## config.mk

```make
export PLATFORM = sky130hd
export DESIGN_NAME = pixel_channel_count_converter_top
export DESIGN_NICKNAME = d
export VERILOG_FILES = /design/src/rtl/pcc_pkg.sv /design/src/rtl/pcc_luma.sv /design/src/rtl/pixel_channel_count_converter_top.sv
export SDC_FILE = /design/constraint.sdc
export NUM_CORES = 1
export LEC_CHECK = 0
export BUFFER_PORTS_ARGS = -buffer_cell sky130_fd_sc_hd__clkbuf_2
export CORE_MARGIN = 3
export CORE_UTILIZATION = 60
export CTS_CLUSTER_SIZE = 14
export DETAILED_ROUTE_END_ITERATION = 8
export HOLD_SLACK_MARGIN = 0.02
export PLACE_DENSITY = 0.88
export SETUP_SLACK_MARGIN = 0.4
export SLEW_MARGIN = 0
export SYNTH_ARGS = -nofsm -noshare
export SYNTH_HDL_FRONTEND = slang
export SYNTH_SLANG_ARGS = --single-unit
export TNS_END_PERCENT = 1
```

## constraint.sdc

```tcl
create_clock -name clk -period 6.8 [get_ports clk]
set_input_delay 0.68 -clock clk [delete_from_list [all_inputs] [get_ports clk]]
set_output_delay 0.68 -clock clk [all_outputs]
set_load 0.01 [all_outputs]
```

## src/rtl/pcc_pkg.sv

```systemverilog
`timescale 1ns / 1ps
// ----------------------------------------------------------------------------
// pcc_pkg
// Shared types and constants for the pixel channel-count converter.
// ----------------------------------------------------------------------------
package pcc_pkg;

	localparam int PIX_W  = 8;
	localparam int CH_W   = 3;
	localparam int IDX_W  = 2;
	localparam int PROD_W = 16;

	typedef logic [PIX_W-1:0]  pix_t;
	typedef logic [CH_W-1:0]   chan_t;
	typedef logic [IDX_W-1:0]  cfg_idx_t;
	typedef logic [PROD_W-1:0] prod_t;

	localparam chan_t CH_GRAY  = 3'd1;
	localparam chan_t CH_GRAYA = 3'd2;
	localparam chan_t CH_RGB   = 3'd3;
	localparam chan_t CH_RGBA  = 3'd4;

	localparam cfg_idx_t REG_SOURCE_CHANNELS = 2'd0;
	localparam cfg_idx_t REG_TARGET_CHANNELS = 2'd1;

	localparam chan_t SOURCE_RESET = CH_RGB;
	localparam chan_t TARGET_RESET = CH_GRAY;

	localparam prod_t LUMA_WR = 16'd77;
	localparam prod_t LUMA_WG = 16'd150;
	localparam prod_t LUMA_WB = 16'd29;
	localparam int    LUMA_SHIFT = 8;

	localparam pix_t ALPHA_OPAQUE = 8'd255;

	typedef struct packed {
		logic ld_s1;
		logic ld_s2;
	} pcc_load_t;

endpackage

```

## src/rtl/pcc_luma.sv

```systemverilog
`timescale 1ns / 1ps
// ----------------------------------------------------------------------------
// pcc_luma
// Two-stage luma datapath: weighted products, then sum and scale.
// ----------------------------------------------------------------------------
module pcc_luma (
	input  logic               clk,
	input  pcc_pkg::pcc_load_t ld,
	input  pcc_pkg::pix_t      r,
	input  pcc_pkg::pix_t      g,
	input  pcc_pkg::pix_t      b,
	output pcc_pkg::pix_t      gray
);
	import pcc_pkg::*;

	prod_t pr_s1;
	prod_t pg_s1;
	prod_t pb_s1;
	prod_t sum_s2;

	always_ff @(posedge clk) begin
		if (ld.ld_s1) begin
			pr_s1 <= LUMA_WR * prod_t'(r);
			pg_s1 <= LUMA_WG * prod_t'(g);
			pb_s1 <= LUMA_WB * prod_t'(b);
		end
	end

	always_ff @(posedge clk) begin
		if (ld.ld_s2) begin
			sum_s2 <= pr_s1 + pg_s1 + pb_s1;
		end
	end

	assign gray = sum_s2[LUMA_SHIFT +: PIX_W];

endmodule

```

## src/rtl/pixel_channel_count_converter_top.sv

```systemverilog
`timescale 1ns / 1ps
// ----------------------------------------------------------------------------
// pixel_channel_count_converter_top
// Converts one 8-bit pixel between gray, gray+alpha, RGB and RGBA.
//
//   channel | handshake            | payload
//   --------+----------------------+-------------------------------------
//   in      | in_valid / in_ready  | in_c0..in_c3, in_last
//   out     | out_valid / out_ready| out_c0..out_c3, out_last
//   cfg     | cfg_we               | cfg_index, cfg_data
//
// Three register stages: input and luma products, luma sum, output select.
// One pixel per cycle while the output is not stalled.
// A stall at the output holds the full stages back to the first empty one; an empty stage keeps filling.
// Reset clears the stage valid bits and loads source RGB, target gray.
// ----------------------------------------------------------------------------
module pixel_channel_count_converter_top (
	input  logic              clk,
	input  logic              arst_n,
	input  logic              cfg_we,
	input  pcc_pkg::cfg_idx_t cfg_index,
	input  pcc_pkg::chan_t    cfg_data,
	input  logic              in_valid,
	output logic              in_ready,
	input  pcc_pkg::pix_t     in_c0,
	input  pcc_pkg::pix_t     in_c1,
	input  pcc_pkg::pix_t     in_c2,
	input  pcc_pkg::pix_t     in_c3,
	input  logic              in_last,
	output logic              out_valid,
	input  logic              out_ready,
	output pcc_pkg::pix_t     out_c0,
	output pcc_pkg::pix_t     out_c1,
	output pcc_pkg::pix_t     out_c2,
	output pcc_pkg::pix_t     out_c3,
	output logic              out_last
);
	import pcc_pkg::*;

	chan_t src_q;
	chan_t tgt_q;

	logic v_s1, v_s2, v_s3;
	logic rdy1, rdy2, rdy3;
	pcc_load_t ld;

	pix_t c0_s1, c1_s1, c2_s1, c3_s1;
	logic last_s1;
	pix_t c0_s2, c1_s2, c2_s2, c3_s2;
	logic last_s2;
	pix_t c0_s3, c1_s3, c2_s3, c3_s3;
	logic last_s3;

	pix_t luma;
	pix_t gray, r, g, b, alpha;
	pix_t res0, res1, res2, res3;
	logic cfg_ok;

	// configuration
	assign cfg_ok = (cfg_data inside {[CH_GRAY:CH_RGBA]});

	always_ff @(posedge clk or negedge arst_n) begin
		if (!arst_n) begin
			src_q <= SOURCE_RESET;
			tgt_q <= TARGET_RESET;
		end else if (cfg_we && cfg_ok) begin
			case (cfg_index)
				REG_SOURCE_CHANNELS: src_q <= cfg_data;
				REG_TARGET_CHANNELS: tgt_q <= cfg_data;
				default: ;
			endcase
		end
	end

	// pipeline flow control
	assign rdy3     = !v_s3 || out_ready;
	assign rdy2     = !v_s2 || rdy3;
	assign rdy1     = !v_s1 || rdy2;
	assign in_ready = rdy1;

	assign ld.ld_s1 = rdy1 && in_valid;
	assign ld.ld_s2 = rdy2 && v_s1;

	always_ff @(posedge clk or negedge arst_n) begin
		if (!arst_n) begin
			v_s1 <= 1'b0;
			v_s2 <= 1'b0;
			v_s3 <= 1'b0;
		end else begin
			if (rdy1) v_s1 <= in_valid;
			if (rdy2) v_s2 <= v_s1;
			if (rdy3) v_s3 <= v_s2;
		end
	end

	always_ff @(posedge clk) begin
		if (ld.ld_s1) begin
			c0_s1   <= in_c0;
			c1_s1   <= in_c1;
			c2_s1   <= in_c2;
			c3_s1   <= in_c3;
			last_s1 <= in_last;
		end
		if (ld.ld_s2) begin
			c0_s2   <= c0_s1;
			c1_s2   <= c1_s1;
			c2_s2   <= c2_s1;
			c3_s2   <= c3_s1;
			last_s2 <= last_s1;
		end
	end

	pcc_luma u_luma (
		.clk  (clk),
		.ld   (ld),
		.r    (in_c0),
		.g    (in_c1),
		.b    (in_c2),
		.gray (luma)
	);

	// decode source, then build target
	always_comb begin
		case (src_q)
			CH_GRAY: begin
				gray = c0_s2; r = c0_s2; g = c0_s2; b = c0_s2;
				alpha = ALPHA_OPAQUE;
			end
			CH_GRAYA: begin
				gray = c0_s2; r = c0_s2; g = c0_s2; b = c0_s2;
				alpha = c1_s2;
			end
			CH_RGBA: begin
				gray = luma; r = c0_s2; g = c1_s2; b = c2_s2;
				alpha = c3_s2;
			end
			default: begin
				gray = luma; r = c0_s2; g = c1_s2; b = c2_s2;
				alpha = ALPHA_OPAQUE;
			end
		endcase

		res0 = '0; res1 = '0; res2 = '0; res3 = '0;
		if (tgt_q == src_q) begin
			res0 = c0_s2; res1 = c1_s2; res2 = c2_s2; res3 = c3_s2;
		end else begin
			case (tgt_q)
				CH_GRAY: res0 = gray;
				CH_GRAYA: begin
					res0 = gray; res1 = alpha;
				end
				CH_RGB: begin
					res0 = r; res1 = g; res2 = b;
				end
				default: begin
					res0 = r; res1 = g; res2 = b; res3 = alpha;
				end
			endcase
		end

		// drop channels beyond the target count
		if (tgt_q < CH_GRAYA) res1 = '0;
		if (tgt_q < CH_RGB)   res2 = '0;
		if (tgt_q < CH_RGBA)  res3 = '0;
	end

	always_ff @(posedge clk) begin
		if (rdy3 && v_s2) begin
			c0_s3   <= res0;
			c1_s3   <= res1;
			c2_s3   <= res2;
			c3_s3   <= res3;
			last_s3 <= last_s2;
		end
	end

	assign out_valid = v_s3;
	assign out_c0    = c0_s3;
	assign out_c1    = c1_s3;
	assign out_c2    = c2_s3;
	assign out_c3    = c3_s3;
	assign out_last  = last_s3;

	a_cfg_range: assert property (@(posedge clk) disable iff (!arst_n)
		(src_q >= CH_GRAY) && (src_q <= CH_RGBA) && (tgt_q >= CH_GRAY) && (tgt_q <= CH_RGBA))
		else $error("channel count register out of range");

	a_full_stall: assert property (@(posedge clk) disable iff (!arst_n)
		(v_s1 && v_s2 && v_s3 && !out_ready) |-> !in_ready)
		else $error("input taken while pipeline is full and stalled");

	a_gray_zero: assert property (@(posedge clk) disable iff (!arst_n)
		(out_valid && tgt_q == CH_GRAY) |-> (out_c1 == '0 && out_c2 == '0 && out_c3 == '0))
		else $error("unused result channels not zero for gray target");

	a_s3_advance: assert property (@(posedge clk) disable iff (!arst_n)
		(v_s2 && rdy3) |=> v_s3)
		else $error("stage three lost a transfer");

endmodule

```

---- Word-level counts from Yosys, hierarchy flattened ----
Cells that the tools add are included.
cells by class
  multiplexer cells ....................... 12
  order comparisons ....................... 5
  eq/ne operators ......................... 8
  multiply operators ...................... 3
  $add $sub $neg .......................... 2
  reduce and logical (&&, ||, !) cells .... 17
operator list
  kind                  count
  $mux 8                10
  $pmux 8 s2            2
  $mul 7x8->15 const A  2
  $add 15x16->16        1
  $add 16x13->16        1
  $mul 5x8->13 const A  1
  $eq 3x2->1 const B    3
  $eq 3x1->1 const B    2
  $lt 3x2->1 const B    2
  $logic_and 1x1->1     5
  $reduce_and 2->1      2
  $reduce_or 2->1       2
  $eq 3x3->1            1
  $eq 3x3->1 const B    1
  $ge 3x1->1 const B    1
  $le 3x3->1 const B    1
  $logic_not 1->1       3
  $logic_or 1x1->1      3
  $lt 3x3->1 const B    1
  $reduce_or 3->1       1
  $eq 2x1->1 const B    1
  $logic_not 2->1       1
storage, ports and cells
  logic and storage cells ................. 71
  flip-flop bits (word level) ............. 167
  output and inout port bits .............. 35
  bits of input ports ..................... 43

---- Depth between registers and ports, before layout ----
  word-level depth ........................ 5
  gate-level depth with buffers ........... 14
  depth with buffers taken out ............ 14

---- Modules after synthesis ----
A second synthesis with hierarchy kept.
unflattened totals
  cell total of the unflattened synthesis .. 725
  area, all modules ....................... 9480.3 µm²
by module, submodules not included
  module                             times used  seq. area each (µm²)  cells an instance  area an instance (µm²)
  pcc_luma                           1           1531.5                469                5238.8
  pixel_channel_count_converter_top  1           3201.8                256                4241.6

---- Worst setup path before layout ----
No wires, ideal clock.
  path type ............................... in2reg
  start point ............................. input in_c0[4]
  end point ............................... register u_luma.pr_s1[13], data pin
  cell stages on the path ................. 12
  library setup time ...................... 0.135 ns
  slack ................................... 3.020 ns
  arrival time ............................ 3.645 ns
  required time ........................... 6.665 ns
  path through ............................ ha_1 ha_1 inv_1 fa_1 fa_1 inv_1 ha_1 o21ai_1 a21oi_1 o41a_1 or4_1 nand3_1
on the way
  cells in the longest elaborated chain, start to end .. 1
ends and longest elaborated chain
  item                  line                                     text
  from (decl)           pixel_channel_count_converter_top.sv:25  input pcc_pkg::pix_t in_c0,
  $mul 7x8->15          pcc_luma.sv:23                           pr_s1 <= LUMA_WR * prod_t'(r);
  to (signal assigned)  pcc_luma.sv:23
  to (decl)             pcc_luma.sv:16                           prod_t pr_s1;
No other way between the ends.
A chain may end at the register's enable or synchronous reset.

---- Final worst setup path ----
  start point ............................. input in_c1[4]
  end point ............................... register u_luma.pg_s1[12], data pin
on the way
  cells in the longest elaborated chain, start to end .. 1
ends and longest elaborated chain
  item                  line                                     text
  from (decl)           pixel_channel_count_converter_top.sv:26  input pcc_pkg::pix_t in_c1,
  $mul 7x8->15          pcc_luma.sv:24                           pg_s1 <= LUMA_WG * prod_t'(g);
  to (signal assigned)  pcc_luma.sv:24
  to (decl)             pcc_luma.sv:17                           prod_t pg_s1;
No other way between the ends.

==> impl_results.md <==
- Status: finished clean
- Layout cells sized above 1: 18.34%
- Worst Setup Path Type: in2reg
- Synth unique cells: 66
- Root Driver: clkbuf_16
- TNS Setup: 0 ns
- FF-to-FF Start: u_luma.pb_s1[3]
- Initial DRC count: 486
- Minimum hold slack: 0.1040 ns
- Final setup margin: 3.140 ns
- Hold Path Class: in2async
- Grt met2 use: 38.87%
- Crit path from: in_c1[4]
- Cell Rows: 44
- Chip height: 130.4 µm
- Most common cell after layout, fill and taps aside: edfxtp_1
- Routability Congestion: 0.8762
- Clock slew at reported path FFs: 0.06 ns
- Async set or reset register ratio after synthesis: 5.844%
- Routed wire length: 18090 µm
- Critical Path Sink Type: flip-flop
- CTS resizes: 0
- Aggregate global-route resource usage: 22.49%
- Most frequent cells in the layout: 145 x edfxtp_1, 113 x ha_1, 96 x inv_1
- Initial Util: 62.66%
- Total grt overflow: 0
- CTS Buf Count: 17
- Number of global-route vias before repair: 5836
- Most Used Layer, Global Route: met2
- CP Launch Type: primary input
- Leakage: 4.542 nW
- Routed Antenna Nets: 0
- Largest net degree at the start of global routing: 72
- Final Hold Viols: 0
- Pin slew with the least headroom to its limit: 0.9631 ns
- Max-Slew Margin vs Limit: 35.80%
- CP required: 6.97 ns
- Maxcap violations: 0
- RSZ-0062 raised after global routing: false
- Die area: 0.01700 mm²
- WL/cell: 18.06 µm
- Clock skew: 0.007036 ns
- CTS tree: built
- Worst-path fanout max: 5
- Mapped Area: 0.009280 mm²
- CTS H-tree depth: 4
- FMAX: 273.2 MHz
- Post-synth EDFFs: 145
- Peak supply drop: 0.0003063 V
- R2r setup slk: 3.94 ns
- Die X: 130.4 µm
- Seq cells post-synth: 154
- Gate Count Post-Synth: 716
- M3 GR Usage: 3.930%
- DRC errors left: 0
- Met1 global-route usage: 28.12%
- Syn avg cell area: 12.96 µm²
- DP Worst Slack: 2.735 ns
- Antenna violations before repair: 0
- Final-report setup violation count: 0
- # clock sinks: 154
- IO Pins: 78
- Capturing point of the worst reg2reg path: u_luma.sum_s2[15]
- Vias: 5798
- Synthesized Nets: 910
- Crit share post-route: 53.83%
- Max clock buf depth: 2
- Final HPWL DP: 12870 µm
- Number of port buffers: 77
- First-pass GRT wire length: 29170 µm
- Via density: 5.786
- Power per cell area: 397.7 mW/mm²
- Top FF cell, synth: edfxtp_1
- Slew Limit Fails: 0
- Post-CTS setup buffer count: 0
- Antenna fix cells: 0
- Register area share after synthesis: 49.39%
- Core footprint: 0.01481 mm²
- Worst R2R Path Depth: 10
- Worst-skew pair later-pin latency: 0.43 ns
- Final min period: 3.660 ns
- Area Overhead vs Synth: 12.89%
- Hold Buf Count CTS: 0
- Yosys warning count: 0
- Drt first pass iters: 5
- Critical Path AT: 3.83 ns
- Nets: 999
==> registers in the layout, indices dropped and copies added, names as in the netlist, 8 cells and up <==
signal         flops
c0_s2              8
c2_s1              8
c1_s2              8
u_luma.pr_s1      13
c0_s1              8
c3_s2              8
out_c0             8
u_luma.sum_s2      8
out_c1             8
u_luma.pg_s1      14
c1_s1              8
out_c2             8
c3_s1              8
c2_s2              8
u_luma.pb_s1      11
out_c3             8
==> cell type report <==
type | count | area (µm²)
Clock buffer | 17 | 425.4
Clock inverter | 15 | 198.9
Fill cell | 920 | 4333
Inverter | 96 | 360.3
Multi-Input combinational cell | 457 | 4278
Sequential cell | 154 | 4583
Tap cell | 184 | 230.2
Timing Repair Buffer | 79 | 400.4
==> where the power goes <==
group | switching, mW | internal, mW | leakage [nW] | total, mW
clock | 0.406 | 0.591 | 0.304 | 0.998
combinational | 0.978 | 0.716 | 2.73 | 1.69
sequential | 0.122 | 1.35 | 1.51 | 1.47
total | 1.51 | 2.66 | 4.54 | 4.17
==> worst max-delay path by stage <==
stage,end,slack (ns),cells after the start
after floorplan,u_luma.pr_s1[13],3.02,12
after CTS,u_luma.pg_s1[12],3.14,14
after detailed placement,u_luma.pr_s1[13],2.74,13
after global routing,u_luma.pg_s1[12],2.99,14
after global placement,u_luma.pr_s1[13],2.80,13
final,u_luma.pg_s1[12],3.14,14
==> Yosys cell counts (6+ instances only) <==
cell type  number  area share, %
edfxtp_1      145             47
ha_1          113             15
inv_1          96            3.9
fa_1           38            8.2
a21oi_1        36            1.9
o21ai_0        30            1.6
nor2_1         26            1.1
xnor2_1        25            2.4
nand2_1        23           0.93
mux2_2         14            1.7
xor2_1         12            1.1
and2_1         11           0.74
nand2b_1       11           0.74
a31oi_1         9           0.61
a22oi_1         8           0.65
a21o_1          7           0.57
mux2i_1         7           0.76
o21a_1          7           0.57
or2_1           7           0.47
dfrtp_1         6            1.6
nor3_1          6           0.32
==> stage by stage <==
stage	instance area (µm²)	cells	util (%)	power (mW)
after floorplan	9280	716	-	2.705
after global placement	9852	970	66.53	2.997
after detailed placement	9852	970	66.53	3.092
after CTS	10480	1002	70.74	4.162
after global routing	10480	1002	70.74	4.405
final	10480	1002	70.74	4.166
==> worst max-delay path: stages <==
cell	delay (ns)
clkbuf_2	0.13
ha_1	0.32
ha_1	0.28
inv_1	0.05
fa_1	0.50
fa_1	0.51
inv_1	0.04
ha_1	0.32
o21a_1	0.16
o21a_1	0.18
a21oi_1	0.29
o21bai_1	0.10
a21oi_1	0.19
xnor2_1	0.09
==> cells by family (layout without fill, tap and decap cells) <==
logic type | after synthesis | in the layout | synth area share, %
flip-flops | 154 | 154 | 49.39
XOR/XNOR | 38 | 38 | 3.789
buffers and inverters | 105 | 207 | 4.544
multiplexers | 21 | 21 | 2.454
adder cells (fa/ha/maj) | 151 | 151 | 23.43
AND/OR/NAND/NOR | 117 | 117 | 7.254
AO/OA/AOI/OAI | 130 | 130 | 9.141
==> routing by layer <==
layer / wire [µm] / part of all wire [%]
met5: 0 / 0
met4: 565 / 3.1
met3: 924 / 5.1
met2: 9129 / 50
met1: 7475 / 41
Note: power is estimated with default switching activity, not from simulation.
